--- src/rtl/rtti_pkg.sv ---
// Shared types and constants for the radix text to integer unit.
`timescale 1ns / 1ps

package rtti_pkg;

  localparam int unsigned BaseWidth  = 7;
  localparam int unsigned DigitWidth = 6;
  localparam int unsigned AccWidth   = 128;
  localparam int unsigned HalfWidth  = 64;

  localparam logic [BaseWidth-1:0] BASE_RESET   = 7'd10;
  localparam logic [BaseWidth-1:0] BASE_B32     = 7'd32;
  localparam logic [BaseWidth-1:0] BASE_B64_LO  = 7'd37;
  localparam logic [BaseWidth-1:0] BASE_B64_HI  = 7'd64;
  localparam logic [BaseWidth-1:0] BASE_ALNUM_HI = 7'd36;

  // Digit offsets of the alphabets.
  localparam logic [DigitWidth-1:0] OFS_B32_NUM   = 6'd26;
  localparam logic [DigitWidth-1:0] OFS_B64_LOWER = 6'd26;
  localparam logic [DigitWidth-1:0] OFS_B64_NUM   = 6'd52;
  localparam logic [DigitWidth-1:0] DIG_B64_PLUS  = 6'd62;
  localparam logic [DigitWidth-1:0] DIG_B64_SLASH = 6'd63;
  localparam logic [DigitWidth-1:0] OFS_ALNUM_LET = 6'd10;

  localparam logic [7:0] CH_0     = 8'h30;
  localparam logic [7:0] CH_2     = 8'h32;
  localparam logic [7:0] CH_7     = 8'h37;
  localparam logic [7:0] CH_9     = 8'h39;
  localparam logic [7:0] CH_UA    = 8'h41;
  localparam logic [7:0] CH_UZ    = 8'h5a;
  localparam logic [7:0] CH_LA    = 8'h61;
  localparam logic [7:0] CH_LZ    = 8'h7a;
  localparam logic [7:0] CH_PLUS  = 8'h2b;
  localparam logic [7:0] CH_SLASH = 8'h2f;

  typedef struct packed {
    logic [7:0] char_code;
    logic       last_char;
  } in_item_t;

  typedef struct packed {
    logic [HalfWidth-1:0] value_high;
    logic [HalfWidth-1:0] value_low;
    logic                 value_wide;
    logic                 overflow_seen;
  } out_item_t;

  typedef struct packed {
    logic                  ok;
    logic [DigitWidth-1:0] value;
  } digit_t;

endpackage

--- src/rtl/radix_text_to_integer_unit.sv ---
// Top level of the radix text to integer unit.
`timescale 1ns / 1ps

// Usage:
// The input channel carries one character per transfer (in_valid_i, in_stall_o,
// in_item_i). Characters of the configured base are folded into a 128-bit
// accumulator as acc * base + digit; other characters are skipped. The
// character flagged last_char ends the literal: its transfer yields one result
// on the output channel (out_valid_o, out_stall_i, out_item_o) holding the value
// halves, a wide flag and the sticky overflow flag, and the accumulator clears.
// Throughput is one character per cycle unless a last character waits on a
// stalled receiver; the multiply-add on the accumulator loop is combinational.
// The base register is written through cfg_we_i and cfg_data_i; the user must
// write it only while idle, which the block does not enforce. Reset clears the
// accumulator, the overflow flag and both valid bits and sets the base to ten.
// While the receiver stalls, a pending result holds; ordinary characters keep
// flowing, and a last character waits in the input register, which then stalls
// the sender.
module radix_text_to_integer_unit (
  input  logic                              clk_i,
  input  logic                              rst_ni,
  input  logic                              in_valid_i,
  output logic                              in_stall_o,
  input  rtti_pkg::in_item_t                in_item_i,
  output logic                              out_valid_o,
  input  logic                              out_stall_i,
  output rtti_pkg::out_item_t               out_item_o,
  input  logic                              cfg_we_i,
  input  logic [rtti_pkg::BaseWidth-1:0]    cfg_data_i
);
  import rtti_pkg::*;

  logic [BaseWidth-1:0] base_q;
  logic                 in_valid_q, in_valid_d;
  in_item_t             in_item_q;
  logic [AccWidth-1:0]  acc_q, acc_d;
  logic                 ovf_q, ovf_d;
  logic                 out_valid_q, out_valid_d;
  out_item_t            out_q;

  digit_t               digit;
  logic [AccWidth-1:0]  acc_next;
  logic                 mac_ovf;
  logic                 in_take;
  logic                 consume;
  logic                 out_free;
  logic                 out_load;
  logic [AccWidth-1:0]  acc_upd;
  logic                 ovf_upd;

  rtti_digit u_digit (
    .char_code_i   (in_item_q.char_code),
    .number_base_i (base_q),
    .digit_o       (digit)
  );

  rtti_mac u_mac (
    .acc_i         (acc_q),
    .number_base_i (base_q),
    .digit_i       (digit.value),
    .acc_o         (acc_next),
    .overflow_o    (mac_ovf)
  );

  assign out_free   = !out_valid_q || !out_stall_i;
  assign consume    = in_valid_q && (!in_item_q.last_char || out_free);
  assign out_load   = consume && in_item_q.last_char;
  assign in_stall_o = in_valid_q && !consume;
  assign in_take    = in_valid_i && !in_stall_o;

  assign acc_upd = digit.ok ? acc_next : acc_q;
  assign ovf_upd = ovf_q || (digit.ok && mac_ovf);

  always_comb begin
    in_valid_d  = in_take ? 1'b1 : (consume ? 1'b0 : in_valid_q);
    out_valid_d = out_load ? 1'b1 : (out_free ? 1'b0 : out_valid_q);
    acc_d       = acc_q;
    ovf_d       = ovf_q;
    if (consume) begin
      acc_d = in_item_q.last_char ? '0 : acc_upd;
      ovf_d = in_item_q.last_char ? 1'b0 : ovf_upd;
    end
  end

  always_ff @(posedge clk_i or negedge rst_ni) begin
    if (!rst_ni) begin
      base_q      <= BASE_RESET;
      in_valid_q  <= 1'b0;
      acc_q       <= '0;
      ovf_q       <= 1'b0;
      out_valid_q <= 1'b0;
    end else begin
      if (cfg_we_i) begin
        base_q <= cfg_data_i;
      end
      in_valid_q  <= in_valid_d;
      acc_q       <= acc_d;
      ovf_q       <= ovf_d;
      out_valid_q <= out_valid_d;
    end
  end

  always_ff @(posedge clk_i) begin
    if (in_take) begin
      in_item_q <= in_item_i;
    end
    if (out_load) begin
      out_q.value_high    <= acc_upd[AccWidth-1:HalfWidth];
      out_q.value_low     <= acc_upd[HalfWidth-1:0];
      out_q.value_wide    <= |acc_upd[AccWidth-1:HalfWidth];
      out_q.overflow_seen <= ovf_upd;
    end
  end

  assign out_valid_o = out_valid_q;
  assign out_item_o  = out_q;

`ifndef SYNTH
  a_clear_after_last: assert property (@(posedge clk_i) disable iff (!rst_ni)
    out_load |=> (acc_q == '0) && !ovf_q)
    else $error("accumulator not cleared after last character");

  a_stall_needs_item: assert property (@(posedge clk_i) disable iff (!rst_ni)
    in_stall_o |-> in_valid_q && in_item_q.last_char && out_valid_q)
    else $error("input stalled without a blocked last character");

  a_no_overwrite: assert property (@(posedge clk_i) disable iff (!rst_ni)
    out_load |-> out_free)
    else $error("result register overwritten while held");

  a_ovf_sticky: assert property (@(posedge clk_i) disable iff (!rst_ni)
    ovf_q && !out_load |=> ovf_q)
    else $error("overflow flag dropped inside a literal");

  a_acc_idle_hold: assert property (@(posedge clk_i) disable iff (!rst_ni)
    !consume |=> $stable(acc_q))
    else $error("accumulator changed without a consumed character");
`endif

endmodule

--- src/rtl/rtti_digit.sv ---
// Character to digit decoder for the three alphabets.
`timescale 1ns / 1ps

module rtti_digit (
  input  logic [7:0]                   char_code_i,
  input  logic [rtti_pkg::BaseWidth-1:0] number_base_i,
  output rtti_pkg::digit_t             digit_o
);
  import rtti_pkg::*;

  logic                  is_upper;
  logic                  is_lower;
  logic                  is_num;
  logic                  in_alpha;
  logic [DigitWidth-1:0] val;
  logic [7:0]            ofs_upper;
  logic [7:0]            ofs_lower;
  logic [7:0]            ofs_num;

  assign is_upper  = (char_code_i >= CH_UA) && (char_code_i <= CH_UZ);
  assign is_lower  = (char_code_i >= CH_LA) && (char_code_i <= CH_LZ);
  assign is_num    = (char_code_i >= CH_0) && (char_code_i <= CH_9);
  assign ofs_upper = char_code_i - CH_UA;
  assign ofs_lower = char_code_i - CH_LA;
  assign ofs_num   = char_code_i - CH_0;

  always_comb begin
    in_alpha = 1'b0;
    val      = '0;
    if (number_base_i == BASE_B32) begin
      if (is_lower) begin
        in_alpha = 1'b1;
        val      = ofs_lower[DigitWidth-1:0];
      end else if (is_upper) begin
        in_alpha = 1'b1;
        val      = ofs_upper[DigitWidth-1:0];
      end else if ((char_code_i >= CH_2) && (char_code_i <= CH_7)) begin
        in_alpha = 1'b1;
        val      = 6'(char_code_i - CH_2) + OFS_B32_NUM;
      end
    end else if ((number_base_i >= BASE_B64_LO) && (number_base_i <= BASE_B64_HI)) begin
      if (is_upper) begin
        in_alpha = 1'b1;
        val      = ofs_upper[DigitWidth-1:0];
      end else if (is_lower) begin
        in_alpha = 1'b1;
        val      = ofs_lower[DigitWidth-1:0] + OFS_B64_LOWER;
      end else if (is_num) begin
        in_alpha = 1'b1;
        val      = ofs_num[DigitWidth-1:0] + OFS_B64_NUM;
      end else if (char_code_i == CH_PLUS) begin
        in_alpha = 1'b1;
        val      = DIG_B64_PLUS;
      end else if (char_code_i == CH_SLASH) begin
        in_alpha = 1'b1;
        val      = DIG_B64_SLASH;
      end
    end else if (number_base_i <= BASE_ALNUM_HI) begin
      if (is_num) begin
        in_alpha = 1'b1;
        val      = ofs_num[DigitWidth-1:0];
      end else if (is_upper) begin
        in_alpha = 1'b1;
        val      = ofs_upper[DigitWidth-1:0] + OFS_ALNUM_LET;
      end else if (is_lower) begin
        in_alpha = 1'b1;
        val      = ofs_lower[DigitWidth-1:0] + OFS_ALNUM_LET;
      end
    end
  end

  // A digit that is not below the base is dropped like a foreign character.
  assign digit_o.ok    = in_alpha && ({1'b0, val} < number_base_i);
  assign digit_o.value = val;

endmodule

--- src/rtl/rtti_mac.sv ---
// Multiply-accumulate step: acc * base + digit modulo 2^128 with overflow detect.
`timescale 1ns / 1ps

module rtti_mac (
  input  logic [rtti_pkg::AccWidth-1:0]   acc_i,
  input  logic [rtti_pkg::BaseWidth-1:0]  number_base_i,
  input  logic [rtti_pkg::DigitWidth-1:0] digit_i,
  output logic [rtti_pkg::AccWidth-1:0]   acc_o,
  output logic                            overflow_o
);
  import rtti_pkg::*;

  localparam int unsigned SumWidth = AccWidth + BaseWidth;

  logic [SumWidth-1:0] sum;

  // The base is at most 127 and the digit at most 63, so the sum never carries past SumWidth bits.
  assign sum        = SumWidth'(acc_i) * SumWidth'(number_base_i) + SumWidth'(digit_i);
  assign acc_o      = sum[AccWidth-1:0];
  assign overflow_o = |sum[SumWidth-1:AccWidth];

endmodule

--- config.mk ---
export PLATFORM = sky130hd
export DESIGN_NAME = radix_text_to_integer_unit
export DESIGN_NICKNAME = d
export VERILOG_FILES = /design/src/rtl/rtti_pkg.sv /design/src/rtl/radix_text_to_integer_unit.sv /design/src/rtl/rtti_digit.sv /design/src/rtl/rtti_mac.sv
export SDC_FILE = /design/constraint.sdc
export NUM_CORES = 2
export LEC_CHECK = 0
export BUFFER_PORTS_ARGS = -buffer_cell sky130_fd_sc_hd__buf_2
export CAP_MARGIN = 10
export CORE_UTILIZATION = 60
export DETAILED_ROUTE_END_ITERATION = 10
export PLACE_DENSITY = 0.78
export REMOVE_ABC_BUFFERS = 1
export SYNTH_ARGS = -nofsm -noshare
export SYNTH_HDL_FRONTEND = slang
export SYNTH_SLANG_ARGS = --single-unit
export TNS_END_PERCENT = 10
--- constraint.sdc ---
create_clock -name clk_i -period 13.6 [get_ports clk_i]
set_clock_uncertainty 0.1 [all_clocks]
set_input_delay 0 -clock clk_i [delete_from_list [all_inputs] [get_ports clk_i]]
set_output_delay 0 -clock clk_i [all_outputs]
set_load 0.02 [all_outputs]
### Word-level counts from Yosys, hierarchy flattened

Index checks and enable logic that the tools add are counted.

* reductions and logical operators: 23
* $lt $le $gt $ge: 12
* multiplexer cells: 35
* add/sub/neg operators: 10
* multipliers: 1
* equal/unequal tests: 3

Operator list (count)
* 2-to-1 mux 128 bit: 2
* adder 135 x 6 -> 135 bit: 1
* multiplier 128 x 7 -> 135 bit: 1
* 2-to-1 mux 6 bit: 14
* OR reduction 64 bit: 1
* 2-to-1 mux 1 bit: 19
* subtractor 6 bit (second input constant): 3
* == test 8 x 6 -> 1 bit (second input constant): 2
* >= comparator 8 x 6 -> 1 bit (second input constant): 2
* >= comparator 8 x 7 -> 1 bit (second input constant): 2
* <= comparator 8 x 6 -> 1 bit (second input constant): 2
* <= comparator 8 x 7 -> 1 bit (second input constant): 2
* adder 6 x 4 -> 6 bit (second input constant): 2
* adder 6 x 5 -> 6 bit (second input constant): 2
* logical AND 1 bit: 11
* == test 7 x 6 -> 1 bit (second input constant): 1
* >= comparator 7 x 6 -> 1 bit (second input constant): 1
* <= comparator 7 x 6 -> 1 bit (second input constant): 1
* <= comparator 7 bit (second input constant): 1
* less-than comparator 6 x 7 -> 1 bit: 1
* OR reduction 7 bit: 1
* adder 6 bit (second input constant): 1
* subtractor 6 x 1 -> 6 bit (second input constant): 1
* zero test 1 bit: 5
* other kinds (2): 5

* bits of input ports: 21
* word-level logic and storage cells: 95
* flip-flop bits (word level): 277

### Logic depth before layout (Yosys ltp)

* word-level depth: 13
* gate-level depth with buffers: 37
* depth with buffers taken out: 35

### Cells and area by module

A second synthesis with hierarchy kept.

* cell total of the unflattened synthesis: 4772
* area, all modules: 44132.3 µm²

By module, submodules not included
* rtti_mac: cells each 3874, instances 1, area each 31619.1 µm²
* radix_text_to_integer_unit: cells each 691, instances 1, area each 11046.8 µm²
* rtti_digit: cells each 207, instances 1, area each 1466.4 µm²

### Worst setup path before layout

OpenSTA, ideal clock, no wires.

* path type: flip-flop to flip-flop
* from: register in_item_q[3] (netlist name)
* to: register out_q, in the netlist out_item_o[1] (data pin)
* period minus slack after synthesis: 7845 ps
* stages on the path, launching flop included: 34
* arrival time: 7479 ps
* path buffers: 2
* path slack: 5755 ps
* cells stage by stage: edfxtp_1 -> clkbuf_1 -> inv_1 -> ha_1 -> nand4b_1 -> o2111ai_1 -> or2_2 -> clkbuf_1 -> and3_1 -> a211oi_1 -> o22ai_1 -> nor2_1 -> a31oi_1 -> fa_1 -> inv_1 -> fa_1 -> fa_1 -> inv_1 -> ha_1 -> o211ai_1 -> a21o_1 -> a31oi_1 -> or2_1 -> a211oi_1 -> o211ai_1 -> a211oi_1 -> o21ai_1 -> xor2_1 -> mux2_2 -> a2111oi_0 -> o2111ai_1 -> nor4b_2 -> nand4b_1 -> or3_1

* cells in the longest elaborated chain, start to end: 12
* elaborated cells on any way between the ends: 56

RTL lines
* from (decl): RTL line radix_text_to_integer_unit.sv:35 `in_item_t in_item_q;`
* from (signal assigned): RTL line radix_text_to_integer_unit.sv:105 `in_item_q <= in_item_i;`
* parallel branches: the longest is 10 deep, another holds adder 135 x 6 -> 135 bit
* 2-to-1 mux 128 bit (*): RTL line radix_text_to_integer_unit.sv:71 `assign acc_upd = digit.ok ? acc_next : acc_q;`
* via acc_upd[122]: RTL line radix_text_to_integer_unit.sv:48 `logic [AccWidth-1:0] acc_upd;`
* OR reduction 64 bit (*): RTL line radix_text_to_integer_unit.sv:110 `out_q.value_wide <= |acc_upd[AccWidth-1:HalfWidth];`
* to (decl): RTL line radix_text_to_integer_unit.sv:39 `out_item_t out_q;`

Mark *: on every way through the listed nets, which the timed path passes.
A chain may end at the register's enable or synchronous reset.

### Final worst setup path

* from: register in_item_q[2] (netlist name)
* to: register out_q, in the netlist out_item_o[1] (data pin)

* cells in the longest elaborated chain, start to end: 12
* elaborated cells on any way between the ends: 56

RTL lines (RTL line)
* parallel branches: the longest is 10 deep, another holds adder 135 x 6 -> 135 bit
* 2-to-1 mux 128 bit (*): radix_text_to_integer_unit.sv:71
* OR reduction 64 bit (*): radix_text_to_integer_unit.sv:110

Every way passes the cells marked *.

==> results by group <==
Worst setup path
  • CP startpoint kind: register
  • Buffers & Inverters on Critical Path: 3
  • Worst Setup End Kind: register
  • R2R cell count: 33
  • Type of the worst setup path: reg2reg
  • Worst r2r dst: out_item_o[1]
  • Crit path DAT: 10.39 ns
  • R2R Setup Slk: 3.43 ns
  • Req. time, crit path: 13.82 ns
  • Worst-path fanout max: 9
  • Kind of cell adding the most delay to the critical path: compound AO/OA/AOI/OAI gates
  • CP max stage cell: a211oi_1
  • Worst R2R Start: in_item_q[2]
  • Worst path max stage delay: 0.75 ns

Layout
  • Register Area: 7660 sq um
  • Layout cells sized above 1: 0.0556
  • Area taken by multi-input logic gates: about 32000 sq um
  • NumNets Final: 5799
  • Diodes inserted: 0
  • Fillcell total: 6000
  • Area delta synth->final: 5.52%
  • Finished Core Util: 0.641

Place
  • Post-DP HPWL: roughly 100000 um
  • I/O Buffers: 152
  • RePlAce Congestion: approximately 1.1

Synth
  • Ranking of synthesized cells by area: fa_1, edfxtp_1, ha_1
  • Yosys reg bits: 277
  • Post-synthesis compound-gate area fraction: 0.132
  • Synth warnings: 0
  • Simple-Gate Fraction of Synth Area: 0.201
  • Main synth FF type: edfxtp_1
  • Multiplexer share of the synthesized area: 0.00358
  • Post-synth EDFFs: 139
  • Distinct cell type count after synthesis: 89
  • Synth Area in XOR/XNOR: 0.0258
  • Synth top area share: 0.293
  • Yosys top cell by area: fa_1
  • Mapped cell area: 43400 sq um
  • Syn avg cell area: 8.75 sq um
  • Post-synth ARST share: 0.498
  • Seq/Total Area, Yosys: 0.176
  • Post-Synth Adder-Cell Area: 0.379
  • Largest family of logic cells by synthesized area: adder cells
  • Mapped Cells: 4958

STA
  • Fin crit share: 0.748
  • Hold Violations, Final: 0
  • Setup violators final: 0
  • Minimum clock period: 10.17 ns
  • Worst Hold Slack: between 0.04 and 0.05 ns
  • Fin Setup TNS: 0 ns
  • RSZ-0062 raised after global routing: false
  • Worst Tran Pin Value: 1.12 ns
  • Pins Over Slew Limit: 0
  • Max-slew headroom: 0.255
  • FMAX: 0.0983 GHz

Pwr
  • VDD IR-drop max: 0.0000946 V
  • Power per cell area: between 60 and 70 nW/um^2
  • Leak: ~0.02 uW

Global route
  • Initial antenna violation count: 4
  • Remaining global-route overflow: 0
  • Vias in the first global route: 37600
  • Largest net degree at the start of global routing: 86
  • GR Util All Layers: 0.375
  • Global-route wire length before repair: around 210000 um

Clock network
  • CTS clock-pin slew for the worst setup and hold paths: 0.06 ns
  • Root buffer cell: clkbuf_16
  • CTS buffer count: 37
  • TritonCTS clock tree: yes
  • Clock tree buffer depth: 3
  • Post-CTS setup buffer count: 0
  • CTS Sinks: about 280
  • Worst-Skew Late Latency: 0.58 ns
  • Htree depth: 2

Die
  • I/O pins: ~150
  • Starting Density: 0.607
  • Row Count: 98
  • Die W: 271 um
  • Die Ht: ~270 um
  • Core area: approximately 70000 sq um
  • Die area: around 73000 sq um

Job
  • MaxCap Viol Count: 0

Detailed routing
  • Final WL: 135000 um
  • WL/cell: around 23 um
  • Iter 0 DRT Violations: 3453
  • First-pass detailed-route iteration total: 6
  • Routed vias/inst: 6.27
  • Remaining antenna violation count: 0
  • DRC viols: 0
  • Vias: about 36000

Hold path
  • Hold_sp: in_item_i[2]
  • Hold EP: in_item_q[2]
  • Hold WC Path Type: in2reg
  • Min-Delay Path Depth: 2

Status
  • Run status: complete, no violations
-- power by group --
group	switching (uW)	leakage (uW)	internal, uW	total (uW)
combinational	524	0.0161	251	775
sequential	101	0.00325	930	1030
clock	439	0.000601	599	1040
-- per-layer routing --
| metal | GRT usage | wire length [um] | up-vias |
|---|---|---|---|
| met1 | 0.494 | 52500 | 18300 |
| li1 | - | - | 15900 |
| met3 | 0.0522 | 11100 | 428 |
| met2 | 0.605 | 63300 | 1889 |
| met4 | 0.197 | 8030 | 2 |
| met5 | 0 | 10 | - |
-- final cells by class --
type	instances	area share
clock buffers	43	0.0214
clock inverters	22	0.00549
inverters	586	0.0480
multi-input cells	3733	0.704
flip-flops and latches	277	0.167
well taps	950	0.0260
repair buffers	209	0.0283
-- cell families after synthesis --
logic type / after synthesis
AO/OA/AOI/OAI: 891
XOR/XNOR: 128
adder cells (fa/ha/maj): 934
buffers and inverters: 948
flip-flops: 277
multiplexers: 15
AND/OR/NAND/NOR: 1765
-- synth_stat cells, types with 74 or more instances --
library cell,number
a21oi_1,233
a22o_1,122
and2_1,547
clkbuf_1,321
dfrtp_1,136
edfxtp_1,139
fa_1,635
ha_1,299
inv_1,586
nand2_1,750
nand4_1,74
nor2_1,162
o21ai_0,218
-- state kept, by name (all words and copies together) (netlist names) --
| register | flops |
|---|---|
| out_item_o | 130 |
| acc_q | 128 |
| in_item_q | 9 |
| base_q | 7 |
| in_valid_q | 1 |
| out_valid_o | 1 |
| ovf_q | 1 |
-- timing repair --
| item | in CTS | in global routing |
|---|---|---|
| hold buffers | 34 | 0 |
| resized for setup | 0 | 0 |
| endpoints found under the setup margin | 0 | 0 |
| endpoints found under the hold margin | 71 | 0 |
-- worst register-to-register path: cells and delay by family (launching register included) --
kind / cells / cell delay (ns)
AO/OA/AOI/OAI: 11 / 3.76
adder cells (fa/ha/maj): 6 / 2.44
AND/OR/NAND/NOR: 10 / 1.95
flip-flops: 1 / 0.55
XOR/XNOR: 2 / 0.44
multiplexers: 1 / 0.41
buffers and inverters: 3 / 0.29
-- through the flow --
stage | cell area, sq um | instances | setup WS [ns] | total power (uW)
5_1_grt | 45800 | 5820 | 3.03 | 2960
6_report | 45800 | 5820 | 3.43 | 2850
3_3_place_gp | 44200 | 5721 | 3.64 | 1780
3_5_place_dp | 44200 | 5721 | 3.75 | 1790
2_1_floorplan | 42000 | 4596 | -1.58 | 1500
4_1_cts | 45800 | 5820 | 3.70 | 2840
-- worst max-delay path by stage --
| stage | start | endpoint | slack (ns) | depth (start not counted) |
|---|---|---|---|---|
| after floorplan | base_q[5] | out_item_o[1] | -1.58 | 15 |
| final | in_item_q[2] | out_item_o[1] | 3.43 | 33 |
| after global routing | in_item_q[2] | out_item_o[1] | 3.03 | 34 |
| after CTS | in_item_q[2] | out_item_o[1] | 3.70 | 33 |
| after global placement | in_item_q[2] | out_item_o[1] | 3.64 | 34 |
| after detailed placement | in_item_q[2] | out_item_o[1] | 3.75 | 33 |
-- cell usage in the layout, fill, tap and decap left out, types with 24 or more instances in the layout --
cell	n
o21a_1	31
nand3_1	37
o21ai_1	38
clkbuf_16	37
nor2_1	160
a21oi_1	233
a22o_1	122
o21ai_0	218
buf_2	151
nand2_1	749
nor3_1	56
xnor2_1	73
nand4_1	74
inv_1	586
edfxtp_1	139
dlygate4sd3_1	33
ha_1	299
a31oi_1	25
o21bai_1	24
fa_1	635
and2_1	547
dfrtp_1	131
nand2b_1	24
xor2_1	55
a21o_1	48
Note: power is estimated with default switching activity, not from simulation.
